<file path="src/rtl/pdd_pkg.sv">
package pdd_pkg;

   // Field widths of one vertex and of the distance threshold.
   localparam int LAT_W = 28;
   localparam int LON_W = 29;
   localparam int THR_W = 58;

   // Squared difference widths: a latitude difference stays below 2^28 in
   // magnitude and a longitude difference below 2^29.
   localparam int LAT_SQ_W = 2 * LAT_W;
   localparam int LON_SQ_W = 2 * LON_W;
   localparam int DIST_W   = LON_SQ_W + 1;

   // Most results that one item can cause.
   localparam int MAX_PUSH = 3;
   localparam int PUSH_W   = 2;

   // One result item as it sits in the output queue.
   typedef struct packed {
      logic signed [LAT_W-1:0] out_lat;
      logic signed [LON_W-1:0] out_lon;
      logic                    polygon_end;
      logic                    run_last;
   } rsp_item_type;

endpackage

</file>
<file path="src/rtl/pdd_sq_dist.sv">
module pdd_sq_dist (
   input  logic signed [pdd_pkg::LAT_W-1:0]    a_lat,
   input  logic signed [pdd_pkg::LON_W-1:0]    a_lon,
   input  logic signed [pdd_pkg::LAT_W-1:0]    b_lat,
   input  logic signed [pdd_pkg::LON_W-1:0]    b_lon,
   output logic        [pdd_pkg::LAT_SQ_W-1:0] lat_sq,
   output logic        [pdd_pkg::LON_SQ_W-1:0] lon_sq
);
   import pdd_pkg::*;

   logic signed [LAT_W:0]       lat_diff;
   logic signed [LON_W:0]       lon_diff;
   logic signed [2*LAT_W+1:0]   lat_prod;
   logic signed [2*LON_W+1:0]   lon_prod;

   // Exact differences, one bit wider than the coordinates.
   assign lat_diff = {a_lat[LAT_W-1], a_lat} - {b_lat[LAT_W-1], b_lat};
   assign lon_diff = {a_lon[LON_W-1], a_lon} - {b_lon[LON_W-1], b_lon};

   // Squares are never negative and fit the narrower result exactly.
   assign lat_prod = lat_diff * lat_diff;
   assign lon_prod = lon_diff * lon_diff;
   assign lat_sq   = lat_prod[LAT_SQ_W-1:0];
   assign lon_sq   = lon_prod[LON_SQ_W-1:0];

endmodule

</file>
<file path="config.mk">
export PLATFORM = sky130hd
export DESIGN_NAME = pdd_sq_dist
export DESIGN_NICKNAME = d
export VERILOG_FILES = /design/src/rtl/pdd_pkg.sv /design/src/rtl/pdd_sq_dist.sv
export SDC_FILE = /design/constraint.sdc
export NUM_CORES = 2
export LEC_CHECK = 0
export ABC_AREA = 1
export BUFFER_PORTS_ARGS = -buffer_cell sky130_fd_sc_hd__buf_2
export CAP_MARGIN = 20
export CORE_MARGIN = 1.5
export CORE_UTILIZATION = 50
export DETAILED_ROUTE_END_ITERATION = 10
export PLACE_DENSITY_LB_ADDON = 0.1
export SLEW_MARGIN = 40
export SYNTH_ARGS = -nofsm -noshare
export SYNTH_HDL_FRONTEND = slang
export SYNTH_SLANG_ARGS = --single-unit
export TNS_END_PERCENT = 20
</file>
<file path="constraint.sdc">
create_clock -name vclk -period 10.3
set_input_delay 1.03 -clock vclk [all_inputs]
set_output_delay 1.03 -clock vclk [all_outputs]
set_load 0.01 [all_outputs]
</file>
==> flow_summary.ini <==
[final_layout]
fillers = 10198
final_common_cell = inv_1
final_cell_mix = inv_1, fa_1, buf_4
drive_gt1_share_pct = 31.4
fin_util_pct = 67.2
finalNonFillerCells = 10439
diodes = 0
num-nets-final = 11028
clkbuf_count = 0
seq_cells = 0
area_growth_pct = 33.1
seqCellArea_um2 = 0

[placement]
gp_congestion = 0.968
io_buffers = 226
dp_hpwl_um = 177000
dp_cells = 10322
dpl_worst_slack_ns = -0.652

[logic_synthesis]
synth_top_area_share_pct = 55.8
yosysWarningCount = 0
synthesis.area_mm2 = 0.0605
ys_seq_area_share_pct = 0
syn_avg_cell_area_um2 = 8.29
synth_cell_types = 47
synth.area.top_cells = fa_1, inv_1, ha_1, nand2_1, nor2_1
postSynthCellCount = 7303
yosysTopAreaCell = fa_1

[setup_path]
crit_top_cell = inv_1
crit_type = primary input to primary output
cp_data_required_time_ns = 9.27
max_stage_delay_ns = 0.54
cp_slowest_cell = fa_1
crit_path_start_kind = primary input
cp_max_fo = 9
critPathArrivalTime_ns = 9.26
end_kind = primary output

[global_routing]
grt_overflow = 0
antenna_found_initial = 0
grt_busiest_layer = met2
grt_pass1_vias = 57148
grt_util_met3_pct = 4.72
grt_pass1_wl_um = 311000
grt_util_all_layers_pct = 33.2
grt_util_met1_pct = 46.2
use_met2_pct = 54.4
grt_max_degree = 28

[timing]
tns_ns = 0
slew_headroom_pct = 55.0
worst_pin_slew_ns = 0.674
setup_viol = 0
finalHoldViolCount = 0
rsz0062_at_grt = true
slew_viol_final = 0
max_freq_mhz = 97.2
min_period_ns = 10.29
finalCritPeriodShare_pct = 99.9
setup_ws_ns = 0.0107

[detailed_routing]
drc = 0
vias = 52180
vias_per_cell = 5.00
wl_per_cell_um = 19.2
ant_nets = 0
wirelength_um = 200000
dr.pass1.iters = 5
drt_iter0_drc = 3439

[floorplan]
fp.dieW_um = 351
die-area_mm2 = 0.123
rows = 127
io_pins = 228
core-area_mm2 = 0.120
start_util_pct = 50.4
die_y_um = 351

[worst_hold_path]
hold_class = primary input to primary output

[outcome]
status = finished clean

[flow_run]
drv_cap = 0

[clock_network]
holdBufCountCts = 0
[worst paths after layout]
kind | startpoint | endpoint | depth (start not counted)
worst max-delay path | b_lon[11] | lon_sq[43] | 40
worst min-delay path | b_lat[0] | lat_sq[0] | 4
[critical path: cells and delay by family]
family	cells	cell delay [ns]
AO/OA/AOI/OAI	3	0.50
XOR/XNOR	2	0.37
buffers and inverters	17	1.78
adder cells (fa/ha/maj)	10	4.48
AND/OR/NAND/NOR	8	1.08
[synthesized netlist by cell type (5+ instances only)]
| cell | number |
|---|---|
| inv_1 | 2334 |
| o21a_1 | 11 |
| nand3_1 | 141 |
| clkinv_1 | 10 |
| xnor2_1 | 35 |
| o21bai_1 | 37 |
| nor3_1 | 36 |
| o21ai_0 | 116 |
| nor2_2 | 5 |
| buf_2 | 66 |
| fa_1 | 1688 |
| a21o_1 | 25 |
| inv_2 | 13 |
| nor2_1 | 815 |
| nor4_1 | 8 |
| o21ai_1 | 5 |
| clkbuf_1 | 71 |
| nand4_1 | 25 |
| ha_1 | 397 |
| a31oi_1 | 23 |
| nand2_2 | 5 |
| xor2_1 | 117 |
| a21oi_1 | 206 |
| nand2_1 | 1052 |
| nand3b_1 | 7 |
| a21boi_0 | 10 |
| or2_2 | 11 |
[kinds of logic after synthesis]
group / Yosys count / share of synthesized area, %
compound gates: 445 / 4.15
buf+inv: 2502 / 15.7
fa+ha+maj: 2085 / 64.0
simple gates: 2113 / 13.8
xor+xnor: 157 / 2.33
other cells: 1 / 0.00620
[final cells by class]
cell class                      instances  area (µm²)  share of cell area, %
Inverter                             2357        8920                   11.1
Tap cell                             1612        2020                   2.50
Multi-Input combinational cell       4804       56200                   69.8
Timing Repair Buffer                 1666       13400                   16.6
[timing repair]
| action | in CTS | in global routing |
|---|---|---|
| setup endpoints to repair | 73 | 80 |
| resized for setup | 309 | 1134 |
| gates cloned | 1 | 5 |
| buffers inserted | 21 | 94 |
| pin swaps | 76 | 453 |
[routing by layer]
| metal | share of wire, % | routed length, µm | vias to the layer above |
|---|---|---|---|
| met2 | 47 | 93700 | 1777 |
| met4 | 3.4 | 6750 | 0 |
| met3 | 7.9 | 15800 | 357 |
| met1 | 42 | 84200 | 26337 |
| met5 | 0 | 0 | - |
| li1 | - | - | 23709 |
[stage by stage]
| stage | instance area, µm² | hold slack, ns |
|---|---|---|
| floorplan | 60500 | 2.55 |
| global placement | 74000 | 2.65 |
| detailed placement | 74000 | 2.67 |
| CTS | 75400 | 2.65 |
| global route | 80600 | 2.65 |
| finish | 80600 | 2.64 |
Power is not shown: default switching activity piles up to over one toggle a cycle in this logic, so the estimate is an artifact.
